### config.mk
export PLATFORM = sky130hd
export DESIGN_NAME = cd_buffer_transfer_dma_flat
export DESIGN_NICKNAME = d
export VERILOG_FILES = /design/src/rtl/cdbt_pkg.sv /design/src/rtl/cdbt_if.sv /design/src/rtl/cdbt_fifo.sv /design/src/rtl/cdbt_front.sv /design/src/rtl/cdbt_back.sv /design/src/rtl/cd_buffer_transfer_dma.sv /design/src/flat_wrapper.sv
export VERILOG_INCLUDE_DIRS = /design/src /design/src/rtl
export SDC_FILE = /design/constraint.sdc
export NUM_CORES = 1
export LEC_CHECK = 0
export BUFFER_PORTS_ARGS = -buffer_cell sky130_fd_sc_hd__buf_2
export CAP_MARGIN = 15
export CORE_AREA = 2 2 182 184
export DETAILED_ROUTE_END_ITERATION = 7
export DIE_AREA = 0 0 184 186
export GPL_ROUTABILITY_DRIVEN = 0
export GPL_TIMING_DRIVEN = 0
export PLACE_DENSITY = 0.58
export SLEW_MARGIN = 20
export SYNTH_ARGS = -nofsm -noshare
export SYNTH_HDL_FRONTEND = slang
export SYNTH_SLANG_ARGS = --single-unit
### constraint.sdc
create_clock -name clk -period 13.9 [get_ports clk]
set_clock_uncertainty 0.2 [all_clocks]
set_input_delay 2.78 -clock clk [delete_from_list [all_inputs] [get_ports clk]]
set_output_delay 2.78 -clock clk [all_outputs]
set_load 0.1 [all_outputs]
### src/rtl/assert_macros.svh
// assertion helpers shared by cdbt_fifo and cdbt_front
`ifndef ASSERT_MACROS_SVH
`define ASSERT_MACROS_SVH

`ifndef SYNTHESIS

// property that must hold at every clock edge outside reset
`define ASSERT_ALWAYS(lbl, clk, rst, expr) \
  lbl: assert property (@(posedge clk) disable iff (rst) (expr)) \
    else $error("assertion violated");

// same-cycle implication
`define ASSERT_IMPLY(lbl, clk, rst, ante, cons) \
  lbl: assert property (@(posedge clk) disable iff (rst) (ante) |-> (cons)) \
    else $error("assertion violated");

`else

`define ASSERT_ALWAYS(lbl, clk, rst, expr)
`define ASSERT_IMPLY(lbl, clk, rst, ante, cons)

`endif

`endif

### src/rtl/cdbt_pkg.sv
package cdbt_pkg;

  // sector buffer depth in words
  localparam int unsigned BUF_WORDS = 8192;
  localparam int unsigned BUF_IDX_W = 13;

  // depth of the queue between front and back
  localparam int unsigned QUEUE_DEPTH_DEF = 2;

  // configuration port
  localparam int unsigned CFG_IDX_W  = 3;
  localparam int unsigned CFG_DATA_W = 19;

  localparam logic [CFG_IDX_W-1:0] CFG_DEST_MODE   = 3'd0;
  localparam logic [CFG_IDX_W-1:0] CFG_XFER_ENABLE = 3'd1;
  localparam logic [CFG_IDX_W-1:0] CFG_START_SRC   = 3'd2;
  localparam logic [CFG_IDX_W-1:0] CFG_START_DST   = 3'd3;
  localparam logic [CFG_IDX_W-1:0] CFG_START_COUNT = 3'd4;

  // operations
  localparam logic [1:0] OP_START = 2'd0;
  localparam logic [1:0] OP_STEP  = 2'd1;
  localparam logic [1:0] OP_READ  = 2'd2;
  localparam logic [1:0] OP_STOP  = 2'd3;

  // destination codes
  localparam logic [2:0] DEST_HOST_A = 3'd2;
  localparam logic [2:0] DEST_HOST_B = 3'd3;
  localparam logic [2:0] DEST_PCM    = 3'd4;
  localparam logic [2:0] DEST_PRG    = 3'd5;
  localparam logic [2:0] DEST_WORD   = 3'd7;

  // write targets
  localparam logic [1:0] TGT_PCM  = 2'd0;
  localparam logic [1:0] TGT_PRG  = 2'd1;
  localparam logic [1:0] TGT_WORD = 2'd2;

  localparam logic [15:0] NOT_READY_VALUE = 16'hffff;

  // one classified item as it waits for the back end
  typedef struct packed {
    logic                 pcm;
    logic                 write_valid;
    logic [1:0]           write_target;
    logic [19:0]          write_address;
    logic [15:0]          write_data;
    logic [15:0]          read_value;
    logic [BUF_IDX_W-1:0] buffer_index;
    logic                 running;
    logic                 host_ready;
    logic                 done_flag;
    logic                 irq_pending;
  } cdbt_rec_t;

endpackage

### src/rtl/cdbt_if.sv
interface cdbt_item_if;
  logic        valid;
  logic        ready;
  logic [1:0]  operation;
  logic [15:0] buffer_word;

  modport source (output valid, output operation, output buffer_word, input ready);
  modport sink (input valid, input operation, input buffer_word, output ready);
endinterface

interface cdbt_result_if;
  logic        valid;
  logic        ready;
  logic        write_valid;
  logic [1:0]  write_target;
  logic [19:0] write_address;
  logic [15:0] write_data;
  logic [15:0] read_value;
  logic [12:0] buffer_index;
  logic        running;
  logic        host_ready;
  logic        done_flag;
  logic        irq_pending;
  logic        last;

  modport source (
    output valid, output write_valid, output write_target, output write_address,
    output write_data, output read_value, output buffer_index, output running,
    output host_ready, output done_flag, output irq_pending, output last,
    input ready
  );
  modport sink (
    input valid, input write_valid, input write_target, input write_address,
    input write_data, input read_value, input buffer_index, input running,
    input host_ready, input done_flag, input irq_pending, input last,
    output ready
  );
endinterface

### src/rtl/cdbt_fifo.sv
`include "assert_macros.svh"

module cdbt_fifo import cdbt_pkg::*; #(
  parameter int unsigned DEPTH = QUEUE_DEPTH_DEF
) (
  input  logic      clk,
  input  logic      rst,
  input  logic      push,
  input  cdbt_rec_t push_rec,
  input  logic      pop,
  output cdbt_rec_t head,
  output logic      empty,
  output logic      full
);

  localparam int unsigned PW = (DEPTH > 1) ? $clog2(DEPTH) : 1;
  localparam int unsigned CW = $clog2(DEPTH + 1);

  cdbt_rec_t     entries [DEPTH];
  logic [PW-1:0] wr_ptr;
  logic [PW-1:0] rd_ptr;
  logic [CW-1:0] count;

  assign empty = (count == '0);
  assign full  = (count == CW'(DEPTH));
  assign head  = entries[rd_ptr];

  always_ff @(posedge clk) begin
    if (push) begin
      entries[wr_ptr] <= push_rec;
    end
  end

  always_ff @(posedge clk) begin
    if (rst) begin
      wr_ptr <= '0;
      rd_ptr <= '0;
      count  <= '0;
    end else begin
      if (push) begin
        wr_ptr <= (wr_ptr == PW'(DEPTH - 1)) ? '0 : wr_ptr + PW'(1);
      end
      if (pop) begin
        rd_ptr <= (rd_ptr == PW'(DEPTH - 1)) ? '0 : rd_ptr + PW'(1);
      end
      if (push && !pop) begin
        count <= count + CW'(1);
      end else if (pop && !push) begin
        count <= count - CW'(1);
      end
    end
  end

  `ASSERT_ALWAYS(a_count_bound, clk, rst, count <= CW'(DEPTH))
  `ASSERT_IMPLY(a_no_pop_empty, clk, rst, pop, !empty)
  `ASSERT_IMPLY(a_no_push_full, clk, rst, push, !full)

endmodule

### src/rtl/cdbt_front.sv
`include "assert_macros.svh"

module cdbt_front import cdbt_pkg::*; (
  input  logic                  clk,
  input  logic                  rst,
  input  logic                  cfg_write,
  input  logic [CFG_IDX_W-1:0]  cfg_index,
  input  logic [CFG_DATA_W-1:0] cfg_data,
  cdbt_item_if.sink             items,
  input  logic                  queue_full,
  output logic                  push,
  output cdbt_rec_t             rec
);

  // configuration
  logic [2:0]  dest_mode;
  logic        xfer_enable;
  logic [15:0] start_source;
  logic [18:0] start_dest_addr;
  logic [15:0] start_count;

  // transfer state
  logic        run_flag, run_flag_next;
  logic        ready_flag, ready_flag_next;
  logic        done_bit, done_bit_next;
  logic        irq_bit, irq_bit_next;
  logic [15:0] src_offset, src_offset_next;
  logic [18:0] dst_address, dst_address_next;
  logic [15:0] count_left, count_left_next;

  logic fire;
  logic dma_dest;
  logic is_pcm;
  logic do_advance;

  assign items.ready = !queue_full;
  assign fire        = items.valid && items.ready;
  assign push        = fire;

  assign is_pcm   = (dest_mode == DEST_PCM);
  assign dma_dest = is_pcm || (dest_mode == DEST_PRG) || (dest_mode == DEST_WORD);

  always_ff @(posedge clk) begin
    if (rst) begin
      dest_mode       <= '0;
      xfer_enable     <= 1'b0;
      start_source    <= '0;
      start_dest_addr <= '0;
      start_count     <= '0;
    end else if (cfg_write) begin
      unique case (cfg_index)
        CFG_DEST_MODE:   dest_mode       <= cfg_data[2:0];
        CFG_XFER_ENABLE: xfer_enable     <= cfg_data[0];
        CFG_START_SRC:   start_source    <= cfg_data[15:0];
        CFG_START_DST:   start_dest_addr <= cfg_data[18:0];
        CFG_START_COUNT: start_count     <= cfg_data[15:0];
        default: ;
      endcase
    end
  end

  always_comb begin
    run_flag_next    = run_flag;
    ready_flag_next  = ready_flag;
    done_bit_next    = done_bit;
    irq_bit_next     = irq_bit;
    src_offset_next  = src_offset;
    dst_address_next = dst_address;
    count_left_next  = count_left;
    do_advance       = 1'b0;
    rec              = '0;

    unique case (items.operation)
      OP_START: begin
        if (xfer_enable) begin
          src_offset_next  = start_source;
          dst_address_next = start_dest_addr;
          count_left_next  = start_count;
          run_flag_next    = 1'b1;
          ready_flag_next  = (dest_mode == DEST_HOST_A) || (dest_mode == DEST_HOST_B);
          done_bit_next    = 1'b0;
          irq_bit_next     = 1'b0;
        end
      end
      OP_STEP: begin
        if (run_flag && dma_dest) begin
          rec.write_valid = 1'b1;
          rec.write_data  = items.buffer_word;
          do_advance      = 1'b1;
          if (is_pcm) begin
            // byte pair into pcm ram window, low bit set by back end
            rec.pcm           = 1'b1;
            rec.write_target  = TGT_PCM;
            rec.write_address = {7'd0, 1'b1, dst_address[12:1]};
            dst_address_next  = dst_address + 19'd4;
          end else if (dest_mode == DEST_PRG) begin
            rec.write_target  = TGT_PRG;
            rec.write_address = {1'b0, dst_address[18:1], 1'b0};
            dst_address_next  = dst_address + 19'd2;
          end else begin
            rec.write_target  = TGT_WORD;
            rec.write_address = {2'b10, dst_address[17:1], 1'b0};
            dst_address_next  = dst_address + 19'd2;
          end
        end
      end
      OP_READ: begin
        if (!ready_flag) begin
          rec.read_value = NOT_READY_VALUE;
        end else begin
          rec.read_value = items.buffer_word;
          do_advance     = 1'b1;
        end
      end
      OP_STOP: begin
        run_flag_next   = 1'b0;
        ready_flag_next = 1'b0;
      end
      default: ;
    endcase

    if (do_advance) begin
      src_offset_next = src_offset + 16'd2;
      // transfer ends when zero or one remains before the decrement by two
      if (count_left == 16'd0 || count_left == 16'd1) begin
        run_flag_next   = 1'b0;
        ready_flag_next = 1'b0;
        done_bit_next   = 1'b1;
        irq_bit_next    = 1'b1;
      end
      count_left_next = count_left - 16'd2;
    end

    rec.buffer_index = BUF_IDX_W'((src_offset_next >> 1) % BUF_WORDS);
    rec.running      = run_flag_next;
    rec.host_ready   = ready_flag_next;
    rec.done_flag    = done_bit_next;
    rec.irq_pending  = irq_bit_next;
  end

  always_ff @(posedge clk) begin
    if (rst) begin
      run_flag    <= 1'b0;
      ready_flag  <= 1'b0;
      done_bit    <= 1'b0;
      irq_bit     <= 1'b0;
      src_offset  <= '0;
      dst_address <= '0;
      count_left  <= '0;
    end else if (fire) begin
      run_flag    <= run_flag_next;
      ready_flag  <= ready_flag_next;
      done_bit    <= done_bit_next;
      irq_bit     <= irq_bit_next;
      src_offset  <= src_offset_next;
      dst_address <= dst_address_next;
      count_left  <= count_left_next;
    end
  end

  `ASSERT_IMPLY(a_ready_needs_run, clk, rst, ready_flag, run_flag)
  `ASSERT_ALWAYS(a_run_done_excl, clk, rst, !(run_flag && done_bit))

endmodule

### src/rtl/cdbt_back.sv
module cdbt_back import cdbt_pkg::*; (
  input  logic      clk,
  input  logic      rst,
  input  cdbt_rec_t head,
  input  logic      empty,
  output logic      pop,
  cdbt_result_if.source results
);

  // set while the high byte of a pcm pair has gone and the low byte waits
  logic phase;
  logic fire;

  assign results.valid = !empty;
  assign fire          = results.valid && results.ready;
  assign pop           = fire && (!head.pcm || phase);

  always_ff @(posedge clk) begin
    if (rst) begin
      phase <= 1'b0;
    end else if (fire && head.pcm) begin
      phase <= !phase;
    end
  end

  always_comb begin
    results.write_valid   = head.write_valid;
    results.write_target  = head.write_target;
    results.write_address = head.write_address;
    results.write_data    = head.write_data;
    results.read_value    = head.read_value;
    results.buffer_index  = head.buffer_index;
    results.running       = head.running;
    results.host_ready    = head.host_ready;
    results.done_flag     = head.done_flag;
    results.irq_pending   = head.irq_pending;
    results.last          = 1'b1;
    if (head.pcm) begin
      if (!phase) begin
        results.write_address = head.write_address | 20'd1;
        results.write_data    = {8'd0, head.write_data[15:8]};
        results.last          = 1'b0;
      end else begin
        results.write_data    = {8'd0, head.write_data[7:0]};
      end
    end
  end

endmodule

### src/rtl/cd_buffer_transfer_dma.sv
// channel   dir  handshake      payload
// items     in   valid/ready    operation, buffer_word
// results   out  valid/ready    write_*, read_value, buffer_index, status flags, last
// cfg       in   cfg_write      cfg_index, cfg_data (no read-back)
//
// one beat per cycle on results while results.ready is high; a pcm dma step makes two beats, everything else one
// an item is classified the cycle it is taken and is registered in the queue before its first beat can leave
// sustained rate: one item per cycle while results are accepted, a pcm step taking two beats on the single result port
// rst is synchronous, active high; clears config, transfer state and the queue
// items stall only when the queue is full; a results stall blocks classification only once the queue fills

module cd_buffer_transfer_dma import cdbt_pkg::*; #(
  parameter int unsigned QUEUE_DEPTH = QUEUE_DEPTH_DEF
) (
  input  logic                  clk,
  input  logic                  rst,
  input  logic                  cfg_write,
  input  logic [CFG_IDX_W-1:0]  cfg_index,
  input  logic [CFG_DATA_W-1:0] cfg_data,
  cdbt_item_if.sink             items,
  cdbt_result_if.source         results
);

  // classified record handed from front to back
  cdbt_rec_t push_rec;
  cdbt_rec_t head;
  logic      push;
  logic      pop;
  logic      empty;
  logic      full;

  // front: config registers, transfer state, per-item classification
  cdbt_front u_front (
    .clk        (clk),
    .rst        (rst),
    .cfg_write  (cfg_write),
    .cfg_index  (cfg_index),
    .cfg_data   (cfg_data),
    .items      (items),
    .queue_full (full),
    .push       (push),
    .rec        (push_rec)
  );

  // short queue so front and back stall independently
  cdbt_fifo #(
    .DEPTH (QUEUE_DEPTH)
  ) u_fifo (
    .clk      (clk),
    .rst      (rst),
    .push     (push),
    .push_rec (push_rec),
    .pop      (pop),
    .head     (head),
    .empty    (empty),
    .full     (full)
  );

  // back: splits pcm steps into a byte pair, drives result beats
  cdbt_back u_back (
    .clk     (clk),
    .rst     (rst),
    .head    (head),
    .empty   (empty),
    .pop     (pop),
    .results (results)
  );

endmodule
### src/flat_wrapper.sv
// flat-port wrapper written by rule: the top's interface ports become plain ports
module cd_buffer_transfer_dma_flat import cdbt_pkg::*;
#(
  parameter int unsigned QUEUE_DEPTH = QUEUE_DEPTH_DEF
)
  (clk, rst, cfg_write, cfg_index, cfg_data, items_valid, items_operation, items_buffer_word, items_ready, results_valid, results_write_valid, results_write_target, results_write_address, results_write_data, results_read_value, results_buffer_index, results_running, results_host_ready, results_done_flag, results_irq_pending, results_last, results_ready);
  cdbt_item_if items_i ();
  cdbt_result_if results_i ();
  input  logic clk;
  input  logic rst;
  input  logic cfg_write;
  input  logic [CFG_IDX_W-1:0] cfg_index;
  input  logic [CFG_DATA_W-1:0] cfg_data;
  input wire logic [$bits(items_i.valid)-1:0] items_valid;
  input wire logic [$bits(items_i.operation)-1:0] items_operation;
  input wire logic [$bits(items_i.buffer_word)-1:0] items_buffer_word;
  output wire logic [$bits(items_i.ready)-1:0] items_ready;
  output wire logic [$bits(results_i.valid)-1:0] results_valid;
  output wire logic [$bits(results_i.write_valid)-1:0] results_write_valid;
  output wire logic [$bits(results_i.write_target)-1:0] results_write_target;
  output wire logic [$bits(results_i.write_address)-1:0] results_write_address;
  output wire logic [$bits(results_i.write_data)-1:0] results_write_data;
  output wire logic [$bits(results_i.read_value)-1:0] results_read_value;
  output wire logic [$bits(results_i.buffer_index)-1:0] results_buffer_index;
  output wire logic [$bits(results_i.running)-1:0] results_running;
  output wire logic [$bits(results_i.host_ready)-1:0] results_host_ready;
  output wire logic [$bits(results_i.done_flag)-1:0] results_done_flag;
  output wire logic [$bits(results_i.irq_pending)-1:0] results_irq_pending;
  output wire logic [$bits(results_i.last)-1:0] results_last;
  input wire logic [$bits(results_i.ready)-1:0] results_ready;
  assign items_i.valid = items_valid;
  assign items_i.operation = items_operation;
  assign items_i.buffer_word = items_buffer_word;
  assign items_ready = items_i.ready;
  assign results_valid = results_i.valid;
  assign results_write_valid = results_i.write_valid;
  assign results_write_target = results_i.write_target;
  assign results_write_address = results_i.write_address;
  assign results_write_data = results_i.write_data;
  assign results_read_value = results_i.read_value;
  assign results_buffer_index = results_i.buffer_index;
  assign results_running = results_i.running;
  assign results_host_ready = results_i.host_ready;
  assign results_done_flag = results_i.done_flag;
  assign results_irq_pending = results_i.irq_pending;
  assign results_last = results_i.last;
  assign results_i.ready = results_ready;
  cd_buffer_transfer_dma #(.QUEUE_DEPTH(QUEUE_DEPTH)) u_core (.clk(clk), .rst(rst), .cfg_write(cfg_write), .cfg_index(cfg_index), .cfg_data(cfg_data), .items(items_i), .results(results_i));
endmodule
==> results_dict.tcl <==
set metrics [dict create \
    io_buffers 119 \
    yosys_warnings 0 \
    synth_fp_nets 1111 \
    yosysSeqAreaShare_pct 57.5 \
    crit_fanout 10 \
    powerDensity_nw_per_um2 187 \
    die_y_um 186 \
    ios 120 \
    start_util_pct 34.8 \
    htreeDepth 1 \
    path_clk_slew_ns 0.06 \
    grt_pass1_vias 8217 \
    postSynthCellCount 1058 \
    cts_setup_buffers 0 \
    yosysMostFrequentCell "nand2_1" \
    routed_wl_um 29300 \
    hpwlAfterDp_um 21300 \
    viasPerCell 5.26 \
    cp.arrival_ns 3.02 \
    ys_async_sr_fraction_pct 0 \
    start_kind "flip-flop" \
    core_sq_um 32200 \
    synth_area_sq_um 11200 \
    synth_top_area_share_pct 38.6 \
    synth-edff-count 144 \
    fill_cells 3167 \
    drive_gt1_share_pct 21.5 \
    synth-seq-cells 250 \
    vias 8617 \
    routedWlPerCell_um 17.9 \
    multi_input_area_sq_um 4380 \
    p_total_w 0.00248 \
    tritoncts "done" \
    cp.required_ns 10.92 \
    critPathMaxStageDelay_ns 0.53 \
    synth_area_leaders "edfxtp_1 (39%), dfxtp_1 (19%), mux2_2 (6.0%)" \
    synth_flop_cell "edfxtp_1" \
    synthTopCellsByCount "nand2_1 (166), edfxtp_1 (144), dfxtp_1 (106), a21oi_1 (97), nor2_1 (94)" \
    die_w_um 184 \
    peakVddDrop_mv 0.128 \
    rsz0062_at_grt "false" \
    finalCritPeriodShare_pct 43.1 \
    antenna_found_initial 1 \
    power_frac_clock_pct 27.3 \
    ctsHoldBuffers 0 \
    placementRows 66 \
    setup.worst_path.end_class "primary output" \
    ys_types 63 \
    top_usage_layer "met2" \
    syn_to_final_growth_pct 18.5 \
    crit_type "reg2out" \
    use_met3_pct 2.68 \
    cts.path.max_buffers 3 \
    fmax_mhz 167 \
    fin_setup_tns_ns 0 \
    crit_slowest_cell "clkbuf_1" \
    met2_usage_pct 26.9 \
    setup_violations 0 \
    avgSynthCellArea_sq_um 10.6 \
    fin_crit_ns 6.00 \
    route.detailed.drc 0 \
    status "finished clean" \
    min_path_type "reg2reg" \
    crit_path_cell_trace "buf_2 > clkbuf_1 > clkbuf_1 > mux2_2 > buf_4 > buf_2" \
    max_cap_violations 0 \
    first_pass_iters 6 \
    drtIter0Drc 623 \
    final_nets 1263 \
    power_frac_comb_pct 36.8 \
    final-max-slew-violation-count 0 \
    grt_usage_pct 16.9 \
    netSwitchingPower_w 0.00104 \
    hold_start "u_core.u_front.irq_bit" \
    fp.dieArea_sq_um 34200 \
    cts_resized 0 \
    cts_buffers 27 \
    worstMarginPinSlew_ns 0.764 \
    p_seq_share_pct 35.9 \
    grt_max_degree 38 \
    internal_power_w 0.00144 \
    p_leak_nw 4.78 \
    clkSinkCount 250 \
    yosys.area.top_type "edfxtp_1" \
    register_area_sq_um 6450 \
    grt-ovfl-total 0 \
    clk_latency_ns 0.53 \
    sw_frac_of_total_pct 42.0 \
    use_met1_pct 24.1 \
    drtAntennaViolNets 0 \
    grt_pass1_wl_um 45300 \
    slew_headroom_pct 49.1 \
    cts_root_buffer "clkbuf_16" \
    rr_startpoint "u_core.u_fifo.count[0]" \
    hold_viol_final 0 \
]
==> final cells by class <==
cell class	instances	area share, %
repair buffers	123	5.20
clock buffers	42	6.15
plain buffers	72	2.21
multi-input cells	711	33.0
flip-flops and latches	250	48.6
diodes	1	0.0189
inverters	25	0.707
clock inverters	7	0.273
well taps	408	3.85
==> layer usage <==
metal / wire, um / vias to the layer above
li1: - / 4152
met3: 1900 / 30
met5: 0 / -
met4: 499 / 0
met2: 13300 / 262
met1: 13600 / 4173
==> per-stage QoR <==
step	cells	hold slack [ns]	util, %	instance area [sq um]	setup slack (ns)
CTS	1638	0.256	41.2	13300	7.80
finish	1639	0.255	41.2	13300	7.90
global route	1639	0.278	41.2	13300	7.70
global placement	1585	0.241	38.2	12300	4.96
detailed placement	1589	0.246	38.6	12400	8.37
floorplan	1058	0.231	-	11200	7.16
==> kinds of logic (layout without fill, tap and decap cells) <==
group	count (synthesis)	after routing	synth area share (%)
xor+xnor	7	7	0.547
other cells	0	1	0
flops	250	250	57.5
simple gates	384	384	15.8
mux	86	86	9.25
fa+ha+maj	8	8	0.893
buf+inv	97	269	3.45
compound gates	226	226	12.6
==> critical path: cells and delay by family, from the launching register on <==
family	cells	cell delay (ns)
buffers and inverters	5	1.74
DFF	1	0.30
muxes	1	0.45
==> power by group through the flow <==
| stage | logic, W | clock network [W] | registers (W) |
|---|---|---|---|
| global route | 0.000949 | 0.000725 | 0.000899 |
| detailed placement | 0.000920 | 0 | 0.000908 |
| floorplan | 0.000759 | 0 | 0.000907 |
| CTS | 0.000922 | 0.000698 | 0.000892 |
| global placement | 0.000899 | 0 | 0.000918 |
| finish | 0.000913 | 0.000679 | 0.000892 |
==> path summary, 6_finish.rpt <==
check / to / cells past startpoint / slack (ns)
setup / recovery: results_write_target[1] / 6 / 7.90
hold / removal: u_core.u_front.irq_bit / 2 / 0.26
setup reg to reg: u_core.u_fifo.count[1] / 7 / 11.03
hold reg to reg: u_core.u_front.irq_bit / 2 / 0.26
==> sequential cells by signal (all words and copies together) (netlist names), 2 cells and up, named ones only <==
signal / count
u_core.u_front.dst_address: 18
u_core.u_front.start_count: 15
u_core.u_front.dest_mode: 3
u_core.u_fifo.count: 2
u_core.u_front.count_left: 15
u_core.u_front.start_dest_addr: 18
u_core.u_front.src_offset: 13
u_core.u_front.start_source: 13
u_core.u_fifo.entries: 144
==> placed cells by master, fill, tap and decap left out, types with 16 or more instances in the layout <==
master,count
nand2_1,166
edfxtp_1,144
buf_2,134
dfxtp_1,106
a21oi_1,97
nor2_1,93
mux2_2,60
clkbuf_1,56
o21ai_0,35
clkbuf_16,27
nand3_1,25
inv_1,25
nor3_1,20
and3_1,19
mux2i_1,18
a211oi_1,17
a21boi_0,16
No activity file was read; power rests on OpenSTA's default activity.
